==> src/rtl/bhsc_pkg.sv <==
`timescale 1ns / 1ps
`default_nettype none

package bhsc_pkg;

    localparam int CORNERS = 8;
    localparam int CI_W    = $clog2(CORNERS);
    localparam int BUD_W   = CI_W + 1;
    localparam int V_W     = 32;
    localparam int N_W     = 18;
    localparam int FRAC    = 16;
    localparam int P_W     = N_W + V_W;
    localparam int EX_W    = P_W + 2;
    localparam int D_W     = EX_W - FRAC;
    localparam int M_W     = N_W + D_W;
    localparam int S_W     = M_W - FRAC + 1;
    localparam int Q_DEPTH = 4;
    localparam int Q_AW    = $clog2(Q_DEPTH);

    typedef struct packed {
        logic signed [V_W-1:0] v_x;
        logic signed [V_W-1:0] v_y;
        logic signed [V_W-1:0] v_z;
        logic signed [N_W-1:0] n_x;
        logic signed [N_W-1:0] n_y;
        logic signed [N_W-1:0] n_z;
        logic signed [D_W-1:0] depth;
        logic [CI_W-1:0]       corner;
        logic                  last;
    } t_job;

endpackage

`default_nettype wire

==> src/rtl/bhsc_queue.sv <==
`timescale 1ns / 1ps
`default_nettype none

module bhsc_queue
    import bhsc_pkg::*;
(
    input  logic i_clk,
    input  logic i_rst_n,
    input  logic i_push,
    output logic o_push_ready,
    input  t_job i_job,
    output logic o_pop_valid,
    input  logic i_pop,
    output t_job o_job
);

    t_job            r_mem [Q_DEPTH];
    logic [Q_AW-1:0] r_wr;
    logic [Q_AW-1:0] r_rd;
    logic [Q_AW:0]   r_count;
    logic            do_push;
    logic            do_pop;

    assign o_push_ready = (r_count != (Q_AW + 1)'(Q_DEPTH));
    assign o_pop_valid  = (r_count != '0);
    assign o_job        = r_mem[r_rd];
    assign do_push      = i_push && o_push_ready;
    assign do_pop       = i_pop && o_pop_valid;

    always_ff @(posedge i_clk) begin
        if (do_push) begin
            r_mem[r_wr] <= i_job;
        end
    end

    always_ff @(posedge i_clk) begin
        if (!i_rst_n) begin
            r_wr    <= '0;
            r_rd    <= '0;
            r_count <= '0;
        end else begin
            if (do_push) begin
                r_wr <= r_wr + Q_AW'(1);
            end
            if (do_pop) begin
                r_rd <= r_rd + Q_AW'(1);
            end
            r_count <= r_count + (Q_AW + 1)'(do_push) - (Q_AW + 1)'(do_pop);
        end
    end

    a_count_bound: assert property (@(posedge i_clk) disable iff (!i_rst_n)
        r_count <= (Q_AW + 1)'(Q_DEPTH))
        else $error("queue count beyond depth");

    a_count_step: assert property (@(posedge i_clk) disable iff (!i_rst_n)
        (do_push && !do_pop) |=> (r_count == $past(r_count) + (Q_AW + 1)'(1)))
        else $error("queue count missed a push");

endmodule

`default_nettype wire

==> config.mk <==
export PLATFORM = sky130hd
export DESIGN_NAME = bhsc_queue
export DESIGN_NICKNAME = d
export VERILOG_FILES = /design/src/rtl/bhsc_pkg.sv /design/src/rtl/bhsc_queue.sv
export SDC_FILE = /design/constraint.sdc
export NUM_CORES = 1
export LEC_CHECK = 0
export BUFFER_PORTS_ARGS = -buffer_cell sky130_fd_sc_hd__buf_2
export CAP_MARGIN = 10
export CELL_PAD_IN_SITES_DETAIL_PLACEMENT = 1
export CELL_PAD_IN_SITES_GLOBAL_PLACEMENT = 2
export CORE_MARGIN = 3
export CORE_UTILIZATION = 51
export CTS_BUF_LIST = sky130_fd_sc_hd__clkbuf_8
export DETAILED_ROUTE_END_ITERATION = 6
export PLACE_DENSITY = 0.87
export SETUP_SLACK_MARGIN = 0.02
export SLEW_MARGIN = 0
export SYNTH_ARGS = -nofsm -noshare
export SYNTH_HDL_FRONTEND = slang
export SYNTH_SLANG_ARGS = --single-unit
==> constraint.sdc <==
create_clock -name i_clk -period 16.9 [get_ports i_clk]
set_input_delay 3.38 -clock i_clk [delete_from_list [all_inputs] [get_ports i_clk]]
set_output_delay 3.38 -clock i_clk [all_outputs]
set_load 0.01 [all_outputs]
==> flow_metrics.py, run 1 <==
metrics = {
    "hold_path": {
        "holdCritPathClass": "reg -> reg",
    },
    "placed_design": {
        "gp_congestion": 0.747,
        "place_area_mm2": 0.0305,
        "hpwl_um": 37000,
        "portBuffers": 385,
    },
    "setup_path": {
        "critPathMostFrequentCell": "buf_4",
        "path_cells": "buf_4, buf_4, mux4_2, buf_2",
        "cp-start-kind": "register",
        "cpPeakStageDelay_ns": 0.82,
        "crit_buf_inv": 3,
        "crit_required_ns": 13.52,
        "cpMaxStageDelayCell": "buf_4",
        "critPathArrivalTime_ns": 3.44,
        "critPathMaxFanout": 60,
        "end_kind": "primary output",
        "path_delay_family": "buffers and inverters",
        "critPathKind": "reg -> out",
    },
    "finish": {
        "drive_gt1_share_pct": 45.8,
        "syn_to_final_growth_pct": 17.4,
        "fin_nets": 1719,
        "fill_cells": 4440,
        "stdcell_area_mm2": 0.0327,
    },
    "yosys": {
        "ys_types": 20,
        "async_reset_ff_share_pct": 0,
        "avgSynthCellArea_um2": 26.8,
        "synth_nets": 1241,
        "yosysTopAreaCellShare_pct": 82.0,
        "ys_dominant_reg_cell": "edfxtp_1",
        "syn_inst": 1040,
        "synth_seq_cells": 769,
        "synth.most_common_cell": "edfxtp_1",
        "synth_warnings": 0,
        "synth_area_leaders": "edfxtp_1 82%, mux4_2 15%, dfxtp_1 0.65%",
        "synth_common_cells": "760 x edfxtp_1, 190 x mux4_2, 22 x buf_2",
        "syn_area_mm2": 0.0278,
        "synth_edf_count": 760,
        "ys_seq_area_share_pct": 82.6,
        "synth_top_cell_by_area": "edfxtp_1",
    },
    "clock_network": {
        "cts.clk_slew.worst_paths_ns": 0.06,
        "cts.htree.levels": 3,
        "root_buffer": "clkbuf_8",
        "cts_inserted_buffers": 118,
        "cts_resized": 0,
        "cts_hold_buf": 0,
        "tritoncts": "yes",
        "clkLatencyLatePin_ns": 0.70,
        "clockBufferDepth": 3,
        "post_cts_buffers": 0,
        "cts_sinks": 769,
    },
    "sta": {
        "fin_crit_sh_pct": 40.4,
        "worstMarginPinSlew_ns": 1.10,
        "rsz0062_at_grt": "no",
        "final_max_slew_viol_count": 0,
        "finalCriticalPeriod_ns": 6.82,
        "clock_skew_ns": 0.0264,
        "fmax_ghz": 0.147,
        "relSlewSlack_pct": 26.6,
        "tns_ns": 0,
        "setup_viol": 0,
        "hold_viol_final": 0,
    },
    "global_routing": {
        "grt_pass1_wl_um": 89200,
        "grt_antenna_before_repair": 23,
        "grt_pass1_vias": 14100,
        "grt_max_degree": 100,
        "grt.total_usage_pct": 21.0,
        "grt_overflow": 0,
    },
    "die": {
        "dieArea_mm2": 0.0574,
        "ioPinCount": 386,
        "rows": 84,
        "die_h_um": 240,
        "die_w_um": 240,
        "core_mm2": 0.0533,
        "start_util_pct": 52.2,
    },
    "run_status": {
        "status": "completed",
    },
    "detailed_routing": {
        "antenna_left": 0,
        "route.detailed.drc": 0,
        "drt_wl_total_um": 60200,
        "routedWlPerCell_um": 26.1,
        "via_per_inst": 5.56,
        "dr.pass1.iters": 5,
        "drt-initial-drc-count": 821,
        "route.vias.total": 12800,
    },
    "power_and_ir_drop": {
        "leakagePower_nw": 11.1,
        "peakVddDrop_mv": 0.0894,
        "powerDensity_mw_per_mm2": 148,
    },
    "flow_run": {
        "drv_cap": 0,
    },
}
## state kept, by name, indices dropped and copies added (netlist names), named ones only
name,count
r_count,3
r_mem,760
r_rd,2
r_wr,2
## power breakdown
group	internal (mW)	leakage (nW)	switching (mW)
clock	0.728	1.28	0.684
combinational	0.479	2.74	0.566
sequential	2.31	7.04	0.0742
total	3.52	11.1	1.32
## final cells by class
type	count	area [um2]	area share, %
antenna	8	20.0	0.0612
clock buffer	119	1640	5.01
clock inverter	95	523	1.60
inverter	5	18.8	0.0574
multi-input combinational	223	4560	13.9
sequential	769	23000	70.4
tap	688	861	2.63
timing repair buffer	401	2060	6.30
## placed cells by master (no fill, tap or decap), drive strengths merged
master / netlist / layout
nand2: 5 / 5
o311ai: 1 / 1
nor2b: 3 / 3
o31a: 1 / 1
a21boi: 1 / 1
bufinv: 0 / 5
fa: 1 / 1
xnor2: 4 / 4
buf: 41 / 401
dfxtp: 9 / 9
inv: 5 / 55
and2: 7 / 7
ha: 6 / 6
diode: 0 / 8
mux2i: 2 / 2
edfxtp: 760 / 760
clkinv: 0 / 35
mux4: 190 / 190
nor2: 1 / 1
clkbuf: 2 / 119
clkinvlp: 0 / 5
or3: 1 / 1
## path summary, 6_finish.rpt
| check | start | end | slack, ns | cells past startpoint |
|---|---|---|---|---|
| setup / recovery | register | o_job[75] | 10.08 | 4 |
| hold / removal | r_wr[1] | r_wr[1] | 0.52 | 2 |
| setup reg to reg | r_count[1] | r_mem[0][145] | 13.26 | 5 |
| hold reg to reg | r_wr[1] | r_wr[1] | 0.52 | 2 |
## layer usage
metal | vias up | share of wire [%] | routed length [um] | GRT usage, %
li1 | 5502 | - | - | -
met1 | 6702 | 38 | 23000 | 26.3
met2 | 453 | 50 | 30400 | 34.5
met3 | 137 | 8.5 | 5140 | 7.75
met4 | 34 | 2.5 | 1480 | 6.98
met5 | - | 0.36 | 218 | 0
## worst register-to-register path, stage by stage (launching register included)
cell and delay (ns):
dfxtp_1 0.47, nor2_1 0.10, a21boi_1 0.61, and2_4 0.41
buf_4 0.73, buf_4 0.83
## cells by family (layout without fill, tap and decap cells)
family	after synthesis	in the layout	synth area share [%]
fa+ha+maj	7	7	0.342
mux	192	192	15.4
flops	769	769	82.6
simple gates	17	17	0.328
compound gates	3	3	0.0899
buf+inv	48	620	1.04
xor+xnor	4	4	0.126
other cells	0	8	0
## through the flow
stage / cells / hold WS (ns) / setup WS (ns) / power (mW) / utilization, %
after floorplan: 1040 / 0.468 / 8.19 / 3.11 / -
after global placement: 2086 / 0.487 / 10.15 / 3.47 / 57.2
after detailed placement: 2086 / 0.507 / 10.16 / 3.50 / 57.2
after CTS: 2300 / 0.514 / 9.89 / 4.92 / 61.3
after global routing: 2302 / 0.553 / 9.75 / 5.07 / 61.3
final: 2308 / 0.516 / 10.08 / 4.85 / 61.3
No activity file was read; power rests on OpenSTA's default activity.
==> run 2: changes to the inputs <==
--- a/config.mk
+++ b/config.mk
@@ -10,10 +10,10 @@
 export CELL_PAD_IN_SITES_DETAIL_PLACEMENT = 1
 export CELL_PAD_IN_SITES_GLOBAL_PLACEMENT = 2
 export CORE_MARGIN = 3
-export CORE_UTILIZATION = 51
+export CORE_UTILIZATION = 42
 export CTS_BUF_LIST = sky130_fd_sc_hd__clkbuf_8
 export DETAILED_ROUTE_END_ITERATION = 6
-export PLACE_DENSITY = 0.87
+export PLACE_DENSITY = 0.76
 export SETUP_SLACK_MARGIN = 0.02
 export SLEW_MARGIN = 0
 export SYNTH_ARGS = -nofsm -noshare
==> constraint.sdc (replaced) <==
create_clock -name i_clk -period 5.66 [get_ports i_clk]
set_input_delay 1.132 -clock i_clk [delete_from_list [all_inputs] [get_ports i_clk]]
set_output_delay 1.132 -clock i_clk [all_outputs]
set_load 0.01 [all_outputs]
==> flow_metrics.py, run 2 (synthesis results as in run 1) <==
metrics = {
    "run_status": {
        "status": "completed",
    },
    "die": {
        "ioPinCount": 386,
        "rows": 93,
        "die_w_um": 263,
        "start_util_pct": 42.8,
        "die_h_um": 263,
        "core_mm2": 0.0650,
        "dieArea_mm2": 0.0694,
    },
    "sta": {
        "rsz0062_at_grt": "no",
        "fmax_ghz": 0.241,
        "fin_crit_sh_pct": 73.3,
        "setup_viol": 0,
        "worstMarginPinSlew_ns": 1.02,
        "tns_ns": 0,
        "setup_slack_ns": 1.51,
        "final_max_slew_viol_count": 0,
        "clock_skew_ns": 0.0239,
        "relSlewSlack_pct": 31.8,
        "finalCriticalPeriod_ns": 4.15,
        "hold_viol_final": 0,
        "whs_ns": 0.502,
    },
    "placed_design": {
        "hpwl_um": 36700,
        "portBuffers": 385,
        "dp_cells": 2262,
        "place_area_mm2": 0.0309,
        "gp_congestion": 0.703,
        "dp_slack_ns": 2.09,
    },
    "finish": {
        "largest_register": "r_mem",
        "final_cell_mix": "760 x edfxtp_1, 385 x buf_2, 190 x mux4_2",
        "fill_cells": 5814,
        "layout.cells.most_common": "edfxtp_1",
        "drive_gt1_share_pct": 46.9,
        "largest_reg_flops": 760,
        "multi_input_area_mm2": 0.00456,
        "final_cells": 2503,
        "largest_registers": "r_mem: 760 flops, r_count: 3 flops",
        "final_core_util_pct": 51.2,
        "fin_nets": 1740,
        "seq_area_mm2": 0.0230,
        "stdcell_area_mm2": 0.0333,
        "syn_to_final_growth_pct": 19.7,
    },
    "setup_path": {
        "crit_required_ns": 4.53,
        "cp-start-kind": "register",
        "crit_buf_inv": 2,
        "rr_endpoint": "r_mem[3][162]",
        "r2r_setup_slack_ns": 2.80,
        "cpMaxStageDelayCell": "dfxtp_4",
        "worstReg2RegStart": "r_count[1]",
        "path_delay_family": "flip-flops",
        "worstSetupEndpoint": "o_job[177]",
        "cpPeakStageDelay_ns": 0.95,
        "critPathArrivalTime_ns": 3.01,
        "critPathKind": "reg -> out",
        "cp.depth": 3,
        "path_cells": "buf_12, mux4_2, buf_2",
        "critPathMaxFanout": 48,
        "r2r_cells": 4,
        "end_kind": "primary output",
    },
    "detailed_routing": {
        "routedWlPerCell_um": 24.0,
        "antenna_left": 0,
        "via_per_inst": 5.10,
        "route.detailed.drc": 0,
        "dr.pass1.iters": 6,
        "drt_wl_total_um": 60100,
        "drt-initial-drc-count": 950,
        "route.vias.total": 12800,
    },
    "power_and_ir_drop": {
        "power_mw": 14.8,
        "leakagePower_nw": 11.2,
        "powerDensity_mw_per_mm2": 445,
        "peakVddDrop_mv": 0.369,
    },
    "clock_network": {
        "root_buffer": "clkbuf_8",
        "cts_inserted_buffers": 130,
        "clkLatencyLatePin_ns": 0.73,
        "cts.clk_slew.worst_paths_ns": 0.06,
        "post_cts_buffers": 0,
        "clockBufferDepth": 3,
        "cts.htree.levels": 4,
        "tritoncts": "yes",
        "cts_resized": 0,
        "cts_hold_buf": 0,
        "cts_sinks": 769,
    },
    "global_routing": {
        "grt_max_degree": 70,
        "grt_antenna_before_repair": 15,
        "grt_pass1_vias": 14500,
        "grt_pass1_wl_um": 91100,
        "grt.total_usage_pct": 17.6,
        "grt_overflow": 0,
    },
    "flow_run": {
        "drv_cap": 0,
    },
    "hold_path": {
        "holdCritPathClass": "reg -> reg",
        "min_path_cells": 2,
    },
}
run 2: worst register-to-register path: cells and delay by family (launching register included):
kind | cells | cell delay [ns]
AOI/OAI and AO/OA | 1 | 0.50
and+or+nand+nor | 2 | 1.02
buffers and inverters | 1 | 0.52
DFF | 1 | 0.46
run 2: area by class of cell:
class	count	share of cell area (%)
Antenna cell	10	0.0751
Inverter	5	0.0563
Multi-Input combinational cell	223	13.7
Timing Repair Buffer	410	6.84
Tap cell	855	3.21
Clock buffer	130	5.37
Clock inverter	101	1.71
Sequential cell	769	69.1
run 2: worst min-delay path by stage:
stage / startpoint / to / slack, ns
6_report: r_wr[1] / r_wr[1] / 0.50
2_1_floorplan: r_wr[1] / r_wr[1] / 0.47
3_5_place_dp: r_wr[1] / r_wr[1] / 0.50
5_1_grt: r_wr[0] / r_wr[0] / 0.54
4_1_cts: i_job[8] / r_mem[2][8] / 0.50
3_3_place_gp: r_wr[1] / r_wr[1] / 0.49
run 2: where the power goes:
part / total [mW] / switching (mW) / internal, mW / leakage [nW]
combinational: 3.18 / 1.69 / 1.49 / 2.82
sequential: 7.13 / 0.236 / 6.90 / 7.04
clock: 4.50 / 2.19 / 2.31 / 1.35
total: 14.8 / 4.11 / 10.7 / 11.2
run 2: per-layer routing:
layer | track usage, % | wire, um
met5 | 0 | 84
met2 | 29.1 | 30700
met3 | 6.72 | 4800
met1 | 21.1 | 23200
met4 | 6.09 | 1370
==> run 3: changes to the inputs <==
--- a/config.mk
+++ b/config.mk
@@ -10,10 +10,10 @@
 export CELL_PAD_IN_SITES_DETAIL_PLACEMENT = 1
 export CELL_PAD_IN_SITES_GLOBAL_PLACEMENT = 2
 export CORE_MARGIN = 3
-export CORE_UTILIZATION = 42
+export CORE_UTILIZATION = 47
 export CTS_BUF_LIST = sky130_fd_sc_hd__clkbuf_8
 export DETAILED_ROUTE_END_ITERATION = 6
-export PLACE_DENSITY = 0.76
+export PLACE_DENSITY = 0.81
 export SETUP_SLACK_MARGIN = 0.02
 export SLEW_MARGIN = 0
 export SYNTH_ARGS = -nofsm -noshare
==> constraint.sdc (replaced) <==
create_clock -name i_clk -period 3.9 [get_ports i_clk]
set_input_delay 0.78 -clock i_clk [delete_from_list [all_inputs] [get_ports i_clk]]
set_output_delay 0.78 -clock i_clk [all_outputs]
set_load 0.01 [all_outputs]
==> flow_metrics.py, run 3 (synthesis results as in run 1) <==
metrics = {
    "run_status": {
        "status": "completed",
    },
    "placed_design": {
        "portBuffers": 385,
        "hpwl_um": 40600,
        "gp_congestion": 0.740,
        "place_area_mm2": 0.0312,
    },
    "finish": {
        "fill_cells": 5038,
        "largest_register": "r_mem",
        "fin_nets": 1760,
        "layout.cells.most_common": "edfxtp_1",
        "largest_reg_flops": 760,
        "multi_input_area_mm2": 0.00456,
        "final_cell_mix": "760 x edfxtp_1, 385 x buf_2, 190 x mux4_2",
        "stdcell_area_mm2": 0.0334,
        "largest_registers": "r_mem: 760 flops, r_count: 3 flops",
        "syn_to_final_growth_pct": 19.9,
        "final_core_util_pct": 57.4,
        "drive_gt1_share_pct": 47.7,
        "seq_area_mm2": 0.0230,
    },
    "sta": {
        "finalCriticalPeriod_ns": 3.38,
        "whs_ns": 0.284,
        "relSlewSlack_pct": 54.4,
        "setup_viol": 0,
        "clock_skew_ns": 0.0301,
        "fmax_ghz": 0.296,
        "tns_ns": 0,
        "fin_crit_sh_pct": 86.7,
        "worstMarginPinSlew_ns": 0.682,
        "final_max_slew_viol_count": 0,
        "rsz0062_at_grt": "no",
        "hold_viol_final": 0,
    },
    "global_routing": {
        "grt.total_usage_pct": 19.8,
        "grt_pass1_vias": 14500,
        "grt_antenna_before_repair": 15,
        "grt_pass1_wl_um": 92300,
        "grt_max_degree": 64,
        "grt_overflow": 0,
    },
    "detailed_routing": {
        "drt-initial-drc-count": 796,
        "antenna_left": 0,
        "drt_wl_total_um": 61600,
        "dr.pass1.iters": 4,
        "via_per_inst": 5.37,
        "route.vias.total": 13000,
        "route.detailed.drc": 0,
        "routedWlPerCell_um": 25.4,
    },
    "clock_network": {
        "root_buffer": "clkbuf_8",
        "cts.htree.levels": 3,
        "cts_resized": 0,
        "tritoncts": "yes",
        "cts.clk_slew.worst_paths_ns": 0.06,
        "clockBufferDepth": 3,
        "cts_sinks": 769,
        "post_cts_buffers": 0,
        "cts_hold_buf": 0,
        "clkLatencyLatePin_ns": 0.69,
        "cts_inserted_buffers": 119,
    },
    "setup_path": {
        "cp.depth": 3,
        "critPathKind": "reg -> out",
        "crit_required_ns": 3.12,
        "path_delay_family": "flip-flops",
        "path_cells": "buf_4, mux4_2, buf_2",
        "critPathArrivalTime_ns": 2.60,
        "cpPeakStageDelay_ns": 0.69,
        "cp-start-kind": "register",
        "critPathMaxFanout": 23,
        "r2r_cells": 11,
        "end_kind": "primary output",
        "cpMaxStageDelayCell": "dfxtp_4",
        "crit_buf_inv": 2,
    },
    "power_and_ir_drop": {
        "peakVddDrop_mv": 0.378,
        "powerDensity_mw_per_mm2": 638,
        "leakagePower_nw": 11.3,
        "power_mw": 21.3,
    },
    "flow_run": {
        "drv_cap": 0,
    },
    "hold_path": {
        "holdCritPathClass": "in -> reg",
        "min_path_cells": 1,
    },
    "die": {
        "rows": 88,
        "ioPinCount": 386,
        "die_h_um": 249,
        "die_w_um": 249,
        "core_mm2": 0.0581,
        "start_util_pct": 47.9,
        "dieArea_mm2": 0.0622,
    },
}
==> run 3: metrics by stage <==
step,instances,setup slack [ns]
6_report,2424,0.520
3_3_place_gp,2203,0.976
2_1_floorplan,1040,-0.110
4_1_cts,2411,0.343
3_5_place_dp,2203,0.927
5_1_grt,2416,0.283
==> run 3: worst paths after layout <==
| kind | start | end | slack [ns] |
|---|---|---|---|
| worst max-delay path | register | o_job[68] | 0.52 |
| worst min-delay path | i_job[34] | r_mem[2][34] | 0.28 |
| worst max register to register | r_count[1] | r_count[2] | 1.17 |
| worst min register to register | r_wr[1] | r_wr[1] | 0.50 |
==> run 3: per-layer routing <==
metal / track usage (%) / part of all wire, %
met2: 33.0 / 51
met1: 25.3 / 39
met5: 0 / 0.097
met4: 5.89 / 2.4
met3: 6.37 / 7.1
==> run 3: report_power, final <==
part | total [mW] | switching, mW | internal [mW]
clock network | 6.12 | 2.98 | 3.15
logic | 4.88 | 2.58 | 2.29
registers | 10.3 | 0.291 | 10.0
==> run 3: area by class of cell <==
class                           count  area share, %
Multi-Input combinational cell    223           13.6
Timing Repair Buffer              441           7.93
Clock buffer                      125           5.15
Inverter                            5         0.0562
Clock inverter                     83           1.33
Antenna cell                       13         0.0974
Tap cell                          765           2.87
Sequential cell                   769           68.9
==> run 3: worst register-to-register path: cells and delay by family, from the launching register on <==
family	cells	cell delay, ns
flip-flops	1	0.46
XOR/XNOR	2	0.28
AND/OR/NAND/NOR	2	0.27
adder cells (fa/ha/maj)	3	0.84
buffers and inverters	3	0.22
AO/OA/AOI/OAI	1	0.58
